## config.mk

```make
export PLATFORM = sky130hd
export DESIGN_NAME = bounded_repeat_stack_push_top
export DESIGN_NICKNAME = d
export VERILOG_FILES = /design/src/rtl/core/brsp_pkg.sv /design/src/rtl/core/bounded_repeat_stack_push_top.sv /design/src/rtl/core/brsp_ram.sv
export SDC_FILE = /design/constraint.sdc
export NUM_CORES = 2
export LEC_CHECK = 0
export ABC_AREA = 1
export BUFFER_PORTS_ARGS = -buffer_cell sky130_fd_sc_hd__buf_2
export CAP_MARGIN = 20
export CORE_UTILIZATION = 41
export CTS_CLUSTER_DIAMETER = 60
export DETAILED_ROUTE_END_ITERATION = 12
export SLEW_MARGIN = 20
export SYNTH_ARGS = -nofsm -noshare
export SYNTH_HDL_FRONTEND = slang
export SYNTH_SLANG_ARGS = --single-unit
```

## constraint.sdc

```tcl
create_clock -name clock -period 14.8 [get_ports clock]
set_input_delay 2.96 -clock clock [delete_from_list [all_inputs] [get_ports clock]]
set_output_delay 2.96 -clock clock [all_outputs]
set_load 0.01 [all_outputs]
```

## src/rtl/core/brsp_pkg.sv

```systemverilog
// Package for the bounded-repeat stack: state encoding, status codes,
// operation and register codes, field widths. No dependencies.
`timescale 1ns / 1ps
`default_nettype none

package brsp_pkg;

   localparam int DATA_W   = 32;
   localparam int LIMIT_W  = 7;
   localparam int FILL_W   = 7;
   localparam int STATUS_W = 3;
   localparam int CSR_ADDR_W = 3;
   localparam int CSR_DATA_W = 32;

   // operation field
   localparam logic OP_PUSH = 1'b0;
   localparam logic OP_POP  = 1'b1;

   // result status codes
   localparam logic [STATUS_W-1:0] STATUS_PUSHED   = 3'd0;
   localparam logic [STATUS_W-1:0] STATUS_REJECTED = 3'd1;
   localparam logic [STATUS_W-1:0] STATUS_FULL     = 3'd2;
   localparam logic [STATUS_W-1:0] STATUS_POPPED   = 3'd3;
   localparam logic [STATUS_W-1:0] STATUS_EMPTY    = 3'd4;

   // register index (paddr bit 2)
   localparam logic CSR_IDX_MAX_REPEATS = 1'b0;
   localparam logic [LIMIT_W-1:0] MAX_REPEATS_RESET = 7'd1;

   typedef enum logic [2:0] {
      ST_IDLE,
      ST_SCAN,
      ST_DECIDE,
      ST_POP_RD,
      ST_POP_FIN
   } state_type;

endpackage

`default_nettype wire

```

## src/rtl/core/bounded_repeat_stack_push_top.sv

```systemverilog
// Bounded-repeat stack, top level: sequencer, scan compare, APB register.
// Depends on brsp_pkg and brsp_ram.
//
// Usage:
//  - req channel (valid/ready) carries one item: operation (0 push, 1 pop)
//    and a signed 32-bit value. req_ready is high only while the sequencer
//    is idle; one item is in work at a time.
//  - rsp channel (valid/ready) returns exactly one item per request:
//    status, data_out (popped value, else zero) and fill_level after the item.
//  - A push scans the stack from the top, one entry per cycle through the
//    single read port of the stack RAM, counting matches against the value.
//    The scan stops once the count reaches max_repeats or the bottom is hit.
//    After the scan a decide state loads the status and fill into the output
//    register; the push holds the block until then.
//  - A pop goes through accept, RAM read and result; a pop on an empty
//    stack skips the RAM read.
//  - The result sits in an output register; a new item may be accepted while
//    it waits. If the receiver stalls, the next result holds in the final
//    sequencer state until the output register frees up.
//  - max_repeats is written over the APB port at byte address 0 (reset 1).
//  - Reset (synchronous, active high) empties the stack and returns to idle;
//    stack RAM contents are not cleared, no entry above the fill is read.
`timescale 1ns / 1ps
`default_nettype none

module bounded_repeat_stack_push_top #(
   parameter int STACK_DEPTH = 64
) (
   input  wire logic                                   clock,
   input  wire logic                                   reset,
   // request channel
   input  wire logic                                   req_valid,
   output logic                                        req_ready,
   input  wire logic                                   req_operation,
   input  wire logic signed [brsp_pkg::DATA_W-1:0]     req_value,
   // result channel
   output logic                                        rsp_valid,
   input  wire logic                                   rsp_ready,
   output logic        [brsp_pkg::STATUS_W-1:0]        rsp_status,
   output logic signed [brsp_pkg::DATA_W-1:0]          rsp_data_out,
   output logic        [brsp_pkg::FILL_W-1:0]          rsp_fill_level,
   // configuration port
   input  wire logic                                   csr_psel,
   input  wire logic                                   csr_penable,
   input  wire logic                                   csr_pwrite,
   input  wire logic   [brsp_pkg::CSR_ADDR_W-1:0]      csr_paddr,
   input  wire logic   [brsp_pkg::CSR_DATA_W-1:0]      csr_pwdata,
   output logic        [brsp_pkg::CSR_DATA_W-1:0]      csr_prdata,
   output logic                                        csr_pready
);

   localparam int ADDR_W = $clog2(STACK_DEPTH);
   localparam int CNT_W  = $clog2(STACK_DEPTH + 1);

   // sequencer and stack state
   brsp_pkg::state_type                 state_ff, state_in;
   logic [CNT_W-1:0]                    count_ff, count_in;
   logic [CNT_W-1:0]                    pos_ff, pos_in;
   logic [brsp_pkg::LIMIT_W-1:0]        hits_ff, hits_in;
   logic                                rd_pend_ff, rd_pend_in;
   logic [brsp_pkg::DATA_W-1:0]         val_ff;
   logic [brsp_pkg::LIMIT_W-1:0]        max_repeats_ff;

   // output register
   logic                                rsp_valid_ff, rsp_valid_in;
   logic [brsp_pkg::STATUS_W-1:0]       rsp_status_ff, rsp_status_in;
   logic [brsp_pkg::DATA_W-1:0]         rsp_data_ff, rsp_data_in;
   logic [brsp_pkg::FILL_W-1:0]         rsp_fill_ff, rsp_fill_in;
   logic                                rsp_load;

   // RAM port
   logic                                mem_we, mem_re;
   logic [ADDR_W-1:0]                   mem_waddr, mem_raddr;
   logic [brsp_pkg::DATA_W-1:0]         mem_rdata;

   // scan datapath
   logic [CNT_W-1:0]                    pos_m1;
   logic                                hit;
   logic [brsp_pkg::LIMIT_W-1:0]        hits_nxt;
   logic                                scan_go;
   logic                                out_free;
   logic                                csr_wr;

   brsp_ram #(
      .WIDTH (brsp_pkg::DATA_W),
      .DEPTH (STACK_DEPTH)
   ) u_stack (
      .clock   (clock),
      .wr_en   (mem_we),
      .wr_addr (mem_waddr),
      .wr_data (val_ff),
      .rd_en   (mem_re),
      .rd_addr (mem_raddr),
      .rd_data (mem_rdata)
   );

   // APB register: one register, index on paddr[2]
   assign csr_pready = 1'b1;
   assign csr_wr = csr_psel && csr_penable && csr_pwrite
                   && (csr_paddr[2] == brsp_pkg::CSR_IDX_MAX_REPEATS);
   assign csr_prdata = (csr_paddr[2] == brsp_pkg::CSR_IDX_MAX_REPEATS)
                       ? brsp_pkg::CSR_DATA_W'(max_repeats_ff)
                       : '0;

   // handshake
   assign req_ready      = (state_ff == brsp_pkg::ST_IDLE);
   assign rsp_valid      = rsp_valid_ff;
   assign rsp_status     = rsp_status_ff;
   assign rsp_data_out   = rsp_data_ff;
   assign rsp_fill_level = rsp_fill_ff;
   assign out_free       = !rsp_valid_ff || rsp_ready;

   // compare the entry read last cycle, then decide whether to read another
   assign pos_m1   = pos_ff - 1'b1;
   assign hit      = rd_pend_ff && (mem_rdata == val_ff);
   assign hits_nxt = hits_ff + brsp_pkg::LIMIT_W'(hit);
   assign scan_go  = (pos_ff != '0) && (hits_nxt < max_repeats_ff);

   always_comb begin
      state_in      = state_ff;
      count_in      = count_ff;
      pos_in        = pos_ff;
      hits_in       = hits_ff;
      rd_pend_in    = 1'b0;
      rsp_valid_in  = rsp_valid_ff && !rsp_ready;
      rsp_status_in = rsp_status_ff;
      rsp_data_in   = rsp_data_ff;
      rsp_fill_in   = rsp_fill_ff;
      rsp_load      = 1'b0;
      mem_we        = 1'b0;
      mem_re        = 1'b0;
      mem_waddr     = count_ff[ADDR_W-1:0];
      mem_raddr     = pos_m1[ADDR_W-1:0];

      case (state_ff)
         brsp_pkg::ST_IDLE: begin
            if (req_valid) begin
               pos_in  = count_ff;
               hits_in = '0;
               state_in = (req_operation == brsp_pkg::OP_POP) ? brsp_pkg::ST_POP_RD
                                                              : brsp_pkg::ST_SCAN;
            end
         end
         brsp_pkg::ST_SCAN: begin
            hits_in = hits_nxt;
            if (scan_go) begin
               mem_re     = 1'b1;
               pos_in     = pos_m1;
               rd_pend_in = 1'b1;
            end else begin
               state_in = brsp_pkg::ST_DECIDE;
            end
         end
         brsp_pkg::ST_DECIDE: begin
            if (out_free) begin
               rsp_load = 1'b1;
               state_in = brsp_pkg::ST_IDLE;
               // limit check wins over the full check
               if (hits_ff >= max_repeats_ff) begin
                  rsp_status_in = brsp_pkg::STATUS_REJECTED;
               end else if (count_ff == CNT_W'(STACK_DEPTH)) begin
                  rsp_status_in = brsp_pkg::STATUS_FULL;
               end else begin
                  mem_we        = 1'b1;
                  count_in      = count_ff + 1'b1;
                  rsp_status_in = brsp_pkg::STATUS_PUSHED;
               end
               rsp_data_in  = '0;
               rsp_fill_in  = brsp_pkg::FILL_W'(count_in);
               rsp_valid_in = 1'b1;
            end
         end
         brsp_pkg::ST_POP_RD: begin
            if (count_ff == '0) begin
               if (out_free) begin
                  rsp_load      = 1'b1;
                  state_in      = brsp_pkg::ST_IDLE;
                  rsp_status_in = brsp_pkg::STATUS_EMPTY;
                  rsp_data_in   = '0;
                  rsp_fill_in   = '0;
                  rsp_valid_in  = 1'b1;
               end
            end else begin
               mem_re   = 1'b1;
               state_in = brsp_pkg::ST_POP_FIN;
            end
         end
         brsp_pkg::ST_POP_FIN: begin
            if (out_free) begin
               rsp_load      = 1'b1;
               state_in      = brsp_pkg::ST_IDLE;
               count_in      = count_ff - 1'b1;
               rsp_status_in = brsp_pkg::STATUS_POPPED;
               rsp_data_in   = mem_rdata;
               rsp_fill_in   = brsp_pkg::FILL_W'(count_in);
               rsp_valid_in  = 1'b1;
            end
         end
         default: begin
            state_in = brsp_pkg::ST_IDLE;
         end
      endcase
   end

   // control state
   always_ff @(posedge clock) begin
      if (reset) begin
         state_ff       <= brsp_pkg::ST_IDLE;
         count_ff       <= '0;
         rd_pend_ff     <= 1'b0;
         rsp_valid_ff   <= 1'b0;
         max_repeats_ff <= brsp_pkg::MAX_REPEATS_RESET;
      end else begin
         state_ff     <= state_in;
         count_ff     <= count_in;
         rd_pend_ff   <= rd_pend_in;
         rsp_valid_ff <= rsp_valid_in;
         if (csr_wr) begin
            max_repeats_ff <= csr_pwdata[brsp_pkg::LIMIT_W-1:0];
         end
      end
   end

   // payload
   always_ff @(posedge clock) begin
      pos_ff        <= pos_in;
      hits_ff       <= hits_in;
      rsp_status_ff <= rsp_status_in;
      rsp_data_ff   <= rsp_data_in;
      rsp_fill_ff   <= rsp_fill_in;
      if (req_valid && req_ready) begin
         val_ff <= req_value;
      end
   end

   // ---------------------------------------------------------------- checks

   // fill never exceeds the stack depth
   a_count_bound: assert property (@(posedge clock) disable iff (reset)
      count_ff <= CNT_W'(STACK_DEPTH))
      else $error("stack count above depth");

   // a new result is only loaded when the output register is free
   a_no_overwrite: assert property (@(posedge clock) disable iff (reset)
      rsp_load |-> (!rsp_valid_ff || rsp_ready))
      else $error("result overwritten");

   // a pushed result grows the stack by exactly one entry
   a_push_grows: assert property (@(posedge clock) disable iff (reset)
      ($past(rsp_load) && !$past(reset) && rsp_status_ff == brsp_pkg::STATUS_PUSHED)
      |-> (count_ff == $past(count_ff) + 1'b1))
      else $error("push did not grow stack");

   // the match count never passes the limit during a scan
   a_hits_bound: assert property (@(posedge clock) disable iff (reset)
      (state_ff == brsp_pkg::ST_SCAN) |-> (hits_ff <= max_repeats_ff))
      else $error("match count above limit");

endmodule

`default_nettype wire

```

## src/rtl/core/brsp_ram.sv

```systemverilog
// Generic single-write, single-read RAM with registered read data.
// No dependencies.
`timescale 1ns / 1ps
`default_nettype none

module brsp_ram #(
   parameter int WIDTH = 32,
   parameter int DEPTH = 64
) (
   input  wire logic                     clock,
   input  wire logic                     wr_en,
   input  wire logic [$clog2(DEPTH)-1:0] wr_addr,
   input  wire logic [WIDTH-1:0]         wr_data,
   input  wire logic                     rd_en,
   input  wire logic [$clog2(DEPTH)-1:0] rd_addr,
   output logic      [WIDTH-1:0]         rd_data
);

   logic [WIDTH-1:0] mem [DEPTH];

   always_ff @(posedge clock) begin
      if (wr_en) begin
         mem[wr_addr] <= wr_data;
      end
      if (rd_en) begin
         rd_data <= mem[rd_addr];
      end
   end

endmodule

`default_nettype wire

```

==> Word-level counts from Yosys, hierarchy flattened <==
Memories as Yosys holds them, arrays and structs flattened. A register that Yosys moved wholly into a read port is not among the register bits.
Index checks and enable logic that the tools add are counted.
{ "totals": {"in_bits": 75, "mem_count": 1, "regBits": 107, "out_inout_bits": 77, "elab_cells": 100, "ram_bits": 2048} }
{ "op_classes": {"n_reduce_logical": 24, "n_bitwise": 2, "n_lt_le_gt_ge": 2, "n_eq_ne": 13, "mux": 43, "add_sub_neg": 4} }
{ "mem_list": {"columns": ["name", "depth", "width", "read_ports", "rd_ports_with_merged_regs", "write_ports", "line", "rtl"], "rows": [
  ["u_stack.mem", 64, 32, 1, 1, 1, "brsp_ram.sv:19", "logic [WIDTH-1:0] mem [DEPTH];"]
]} }
{ "ops": {"columns": ["cell", "n"], "rows": [
  ["32-bit two-way mux", 3],
  ["32-bit case mux with 3 select lines", 1],
  ["7-bit two-way mux", 10],
  ["7-bit case mux with 2 select lines", 3],
  ["32-bit == test", 1],
  ["3-bit two-way mux", 8],
  ["7-bit case mux with 3 select lines", 1],
  ["2-bit inequality test, second input constant", 7],
  ["7-bit by 1-bit subtractor with 7-bit output, second input constant", 2],
  ["3-bit case mux with 4 select lines", 1],
  ["1-bit two-way mux", 10],
  ["3-bit case mux with 3 select lines", 1],
  ["3-bit AND reduction", 3],
  ["7-bit by 1-bit adder with 7-bit output", 1],
  ["7-bit by 1-bit adder with 7-bit output, second input constant", 1],
  ["7-bit == test, second input constant", 1],
  ["7-bit >= comparator", 1],
  ["1-bit logical AND", 7],
  ["7-bit zero test", 1],
  ["7-bit < comparator", 1],
  ["7-bit nonzero test", 1],
  ["3-bit by 2-bit == test with 1-bit output, second input constant", 2],
  ["2-bit two-way mux", 3],
  ["5-bit AND reduction", 1],
  ["11 further kinds", 17]
]} }

==> Depth between registers and ports, before layout <==
{ "depth": {"word_depth": 7, "mapped_depth": 23, "ltp_nobuf": 23} }

==> Modules after synthesis <==
From an unflattened synthesis, not the netlist that was laid out.
{ "hier_totals": {"cells_unflattened": 7386, "area_unflattened_um2": 88651.3} }
{ "modules_own_cells": {"columns": ["mod", "seq_area_each_um2", "cells_per_inst", "area_each_um2", "instances"], "rows": [
  ["brsp_ram", 62459.9, 6769, 83058.4, 1],
  ["bounded_repeat_stack_push_top", 3022.9, 617, 5592.9, 1]
]} }

==> Worst setup path after synthesis <==
Ideal clock, no wire load.
{ "synth_path": {"path_kind": "input -> register", "from": "input rsp_ready", "to": "memory u_stack.mem[31][0], enable pin", "path_slack_ns": 7.962, "setup_time_ns": 0.501, "stages": 4, "n_path_buf": 0, "t_required_ns": 14.299, "arrival_time_ns": 6.337, "path_cell_list": "nor2_1 > nor2_1 > inv_1 > nor4_1"} }
{ "synth_via": {"elab_chain_len": 5} }
{ "synth_rtl": {"columns": ["item", "line", "rtl"], "rows": [
  ["start, declared", "bounded_repeat_stack_push_top.sv:38", "input wire logic rsp_ready,"],
  ["1-bit logical OR", "bounded_repeat_stack_push_top.sv:111", "assign out_free = !rsp_valid_ff || rsp_ready;"],
  ["1-bit two-way mux", "bounded_repeat_stack_push_top.sv:155", "if (out_free) begin"],
  ["1-bit two-way mux", "bounded_repeat_stack_push_top.sv:135", "case (state_ff)"],
  ["1-bit two-way mux", "brsp_ram.sv:22", "if (wr_en) begin"],
  ["1-bit two-way mux (implied by the code)", "brsp_ram.sv:23", "mem[wr_addr] <= wr_data;"],
  ["end, declared", "brsp_ram.sv:19", null]
]} }
Every way passes these cells.

==> Final worst setup path <==
{ "layout_path": {"from": "register pos_ff[0]", "to": "register u_stack.rd_data[8], read port of u_stack.mem (data pin)"} }
{ "layout_via": {"elab_chain_len": 4, "elab_cells_between_ends": 5, "classes_between": "add/sub: 1; mux: 2; reduce/logical: 2"} }
{ "layout_rtl": {"columns": ["item", "line", "rtl"], "rows": [
  ["start, declared", "bounded_repeat_stack_push_top.sv:58", "logic [CNT_W-1:0] pos_ff, pos_in;"],
  ["start signal, assigned", "bounded_repeat_stack_push_top.sv:226", "pos_ff <= pos_in;"],
  ["branches (longest 4 deep; another with 7-bit by 1-bit subtractor with 7-bit output)", null, null],
  ["end, declared", "brsp_ram.sv:16", "output logic [WIDTH-1:0] rd_data"]
]} }
Parallel ways; which one is timed is not known.
A chain may end at the register's enable or synchronous reset.

==> results.txt <==
run status -> complete, no violations
max-cap violations -> 0
Synth Area in XOR/XNOR -> 0.2178%
top cell types by occurrence after synthesis -> 2375 x nand2_1, 2168 x edfxtp_1, 1920 x nand3_1, 311 x buf_2, 151 x nor2_1
Final Net Count -> 7484
startpoint types -> register
wire length of the first global-routing pass -> 371.8 mm
Core Box Area -> 0.2144 sq mm
Reg-to-Reg Start -> pos_ff[0]
buffer depth of the longest clock path -> 3
Highest Clock Rate -> 155.5 MHz
Clock Tree Root -> clkbuf_16
final critical-path share of the clock period -> 43.45%
number of global-route vias before repair -> 53520
Crit-path slowest cell -> buf_4
total power -> 19.06 mW
CTS clock-pin slew for the worst setup and hold paths -> 70 ps
most frequently used cell type in the post-synthesis netlist -> nand2_1
total clock sinks -> 2187
maximum net fanout on the critical path -> 202
first drt pass iteration count -> 6
Post-CTS Setup Bufs -> 0
maximum number of pins on one net before global-route repair -> 203
count of flip-flops with a built-in enable after synthesis -> 2168
standard-cell rows -> 170
Arrival @ worst endpoint -> 7040 ps
CTS tree -> done
list of cells traversed by the critical path -> buf_4, inv_16, ha_4, inv_16, buf_4, buf_4, buf_4, nand3_1, nand3_1, nand3_1, nand3_1, nand2_1, nand2_1, nand2_1
Buf/Inv on CP -> 6
# IOs -> 152
Unique masters post-synth -> 40
proportion of netlist area held by the largest area contributor -> 73.60%
# placed instances -> 10010
post-synthesis adder-cell area fraction -> 0.2688%
global-route total usage across every layer -> 23.47%
number of antenna violations at the first check in global routing -> 12
total power density per cell area -> 192.5 mW/mm^2
share of the yosys chip area belonging to registers -> 74.03%
final-report setup violation count -> 0
number of instances in the synthesized netlist -> 7368
Antenna Nets Post-Route -> 0
Reg2Reg Depth -> 14
Post-Route Skew -> 30.78 ps
worst vdd ir -> 245.3 uV
# DRC -> 0
die boundary height -> 466.5 um
fraction of layout instances using a drive strength above 1 -> 8.612%
final standard cell count with taps included and fillers excluded -> 10420
total clock buffers created by CTS -> 216
number of cells traversed by the worst hold path -> 2
cell family with the largest share of critical-path delay -> buffers and inverters
final hold violation count -> 0
flip-flop and latch count after synthesis -> 2187
width of the die -> 466.5 um
clock network latency to the later pin of the worst-skew pair -> 860 ps
number of levels the H-tree was split into -> 4
sort of element at the end of the critical path -> register
# port buffers -> 98
fin. max-slew vios -> 0
Main synth FF type -> edfxtp_1
post-DP HPWL -> 138.1 mm
Sum Neg Setup Slack -> 0 ps
crit path launch -> pos_ff[0]
unrepaired setup endpoints after global routing -> false
simple logic cell fraction of the synthesized area -> 21.89%
Min-Delay Startpoint -> max_repeats_ff[3]
CTS hold repair buffers -> 0
initial detailed-routing violation count -> 7602
remaining global-route overflow -> 0
largest family of logic cells by synthesized area -> simple AND/OR/NAND/NOR gates
Final min period -> 6430 ps
average footprint of a synthesized cell -> 12.00 sq um
dominant cell type by area after synthesis -> edfxtp_1
peak per-stage delay on the critical path -> 780 ps
# fillers -> 18950
number of warnings printed during yosys synthesis -> 0
routed wire length -> 261.1 mm
post-synthesis instance area -> 0.08845 sq mm
share of cell area taken by muxes after synthesis -> 0%
post-synthesis to final-layout area growth -> 11.98%
gp weighted congestion -> 0.8835
worst hold path class -> reg2reg
CTS-repair resized insts -> 0
synth top area cells -> edfxtp_1 74%, nand3_1 11%, nand2_1 10%, buf_2 1.8%, nor2_1 0.64%
worst slew margin relative to its limit -> 20.61%
FFs w/ async S/R, synth -> 0%
Least-Margin Pin Slew -> 1191 ps
compound-gate portion of the synthesized area -> 0.4739%
Avg WL per Cell -> 25.06 um
area of the die -> 0.2176 sq mm
number of stages on the worst setup path -> 14
via count -> 58230
class of the most critical setup path -> reg2reg
required time of the critical path -> 15410 ps
Leak -> 34.88 nW
Initial Utilization -> 41.25%
final worst hold slack -> 525.9 ps
Vias per Instance -> 5.589
-- tightest hold or removal path: cells and delay by family, from the launching register on --
family | cells | cell delay (ps)
buf+inv | 1 | 110
compound gates | 1 | 80
flops | 1 | 290
-- metrics by stage --
stage	utilization (%)	cell area [sq um]	setup WS, ps
6_report	46.20	99050	8370
2_1_floorplan	-	88540	7962
3_3_place_gp	43.00	92200	8502
3_5_place_dp	43.00	92200	8486
5_1_grt	46.18	99020	8202
4_1_cts	46.16	98970	8484
-- final timing paths --
kind | end | slack [ps]
setup / recovery | u_stack.rd_data[8] | 8370
hold / removal | max_repeats_ff[3] | 530
setup reg to reg | u_stack.rd_data[8] | 8370
hold reg to reg | max_repeats_ff[3] | 530
-- cell type report --
class	count	area, sq um	share of cell area (%)
antenna	10	25.02	0.02527
multi-input combinational	4627	20880	21.08
tap	2838	3551	3.585
clock inverter	123	1102	1.113
sequential	2187	65480	66.11
timing repair buffer	265	1944	1.963
clock buffer	276	5672	5.726
inverter	93	389.1	0.3929
-- sequential cells by signal, summed over array words and instances, names as in the netlist, 3 cells and up --
| register | cells |
|---|---|
| rsp_fill_level | 7 |
| val_ff | 32 |
| state_ff | 3 |
| pos_ff | 7 |
| u_stack.mem | 2048 |
| rsp_data_out | 32 |
| count_ff | 7 |
| u_stack.rd_data | 32 |
| rsp_status | 3 |
| max_repeats_ff | 7 |
| hits_ff | 7 |
-- routing by layer --
layer  part of all wire, %  vias to the layer above  global-route usage [%]  routed length [um]
met4                   4.2                        0                   9.601               10900
met2                    45                     2827                   35.61              117100
met5                     0                        -                       0                   0
met1                    41                    28830                   32.85              106200
met3                    10                      448                   4.933               26950
li1                      -                    26120                       -                   -
-- cell families (layout without fill, tap and decap cells) --
kind of cell / count (synthesis) / count (layout)
AO/OA/AOI/OAI: 78 / 78
AND/OR/NAND/NOR: 4482 / 4482
adder cells (fa/ha/maj): 19 / 19
buffers and inverters: 578 / 757
other: 2 / 36
flip-flops: 2187 / 2187
XOR/XNOR: 22 / 22
-- cells in the final DEF (no fill, tap or decap), types with 3 or more instances in the layout --
cell type	n
nand2_1	2372
edfxtp_1	2168
nand3_1	1920
clkbuf_16	217
buf_4	151
buf_2	98
nor2_1	89
inv_1	85
nor2_4	64
clkbuf_1	57
clkinv_1	51
o21ai_0	41
clkinv_2	33
conb_1	26
a21oi_1	25
dfxtp_1	19
ha_1	18
xor2_1	16
buf_12	16
bufinv_16	15
diode_2	10
inv_6	9
inv_16	6
nor3_1	6
nand4_1	5
inv_2	5
nand4_2	5
clkinvlp_4	5
xnor2_1	4
nor3_2	4
o22ai_1	3
a21o_1	3
nand3_2	3
clkinv_8	3
-- power breakdown --
| part | switching, mW | internal (mW) |
|---|---|---|
| Sequential | 0.0820 | 7.12 |
| Combinational | 4.98 | 1.55 |
| Clock | 2.36 | 2.97 |
| Total | 7.42 | 11.6 |
Power figures use the tool's default switching activity.
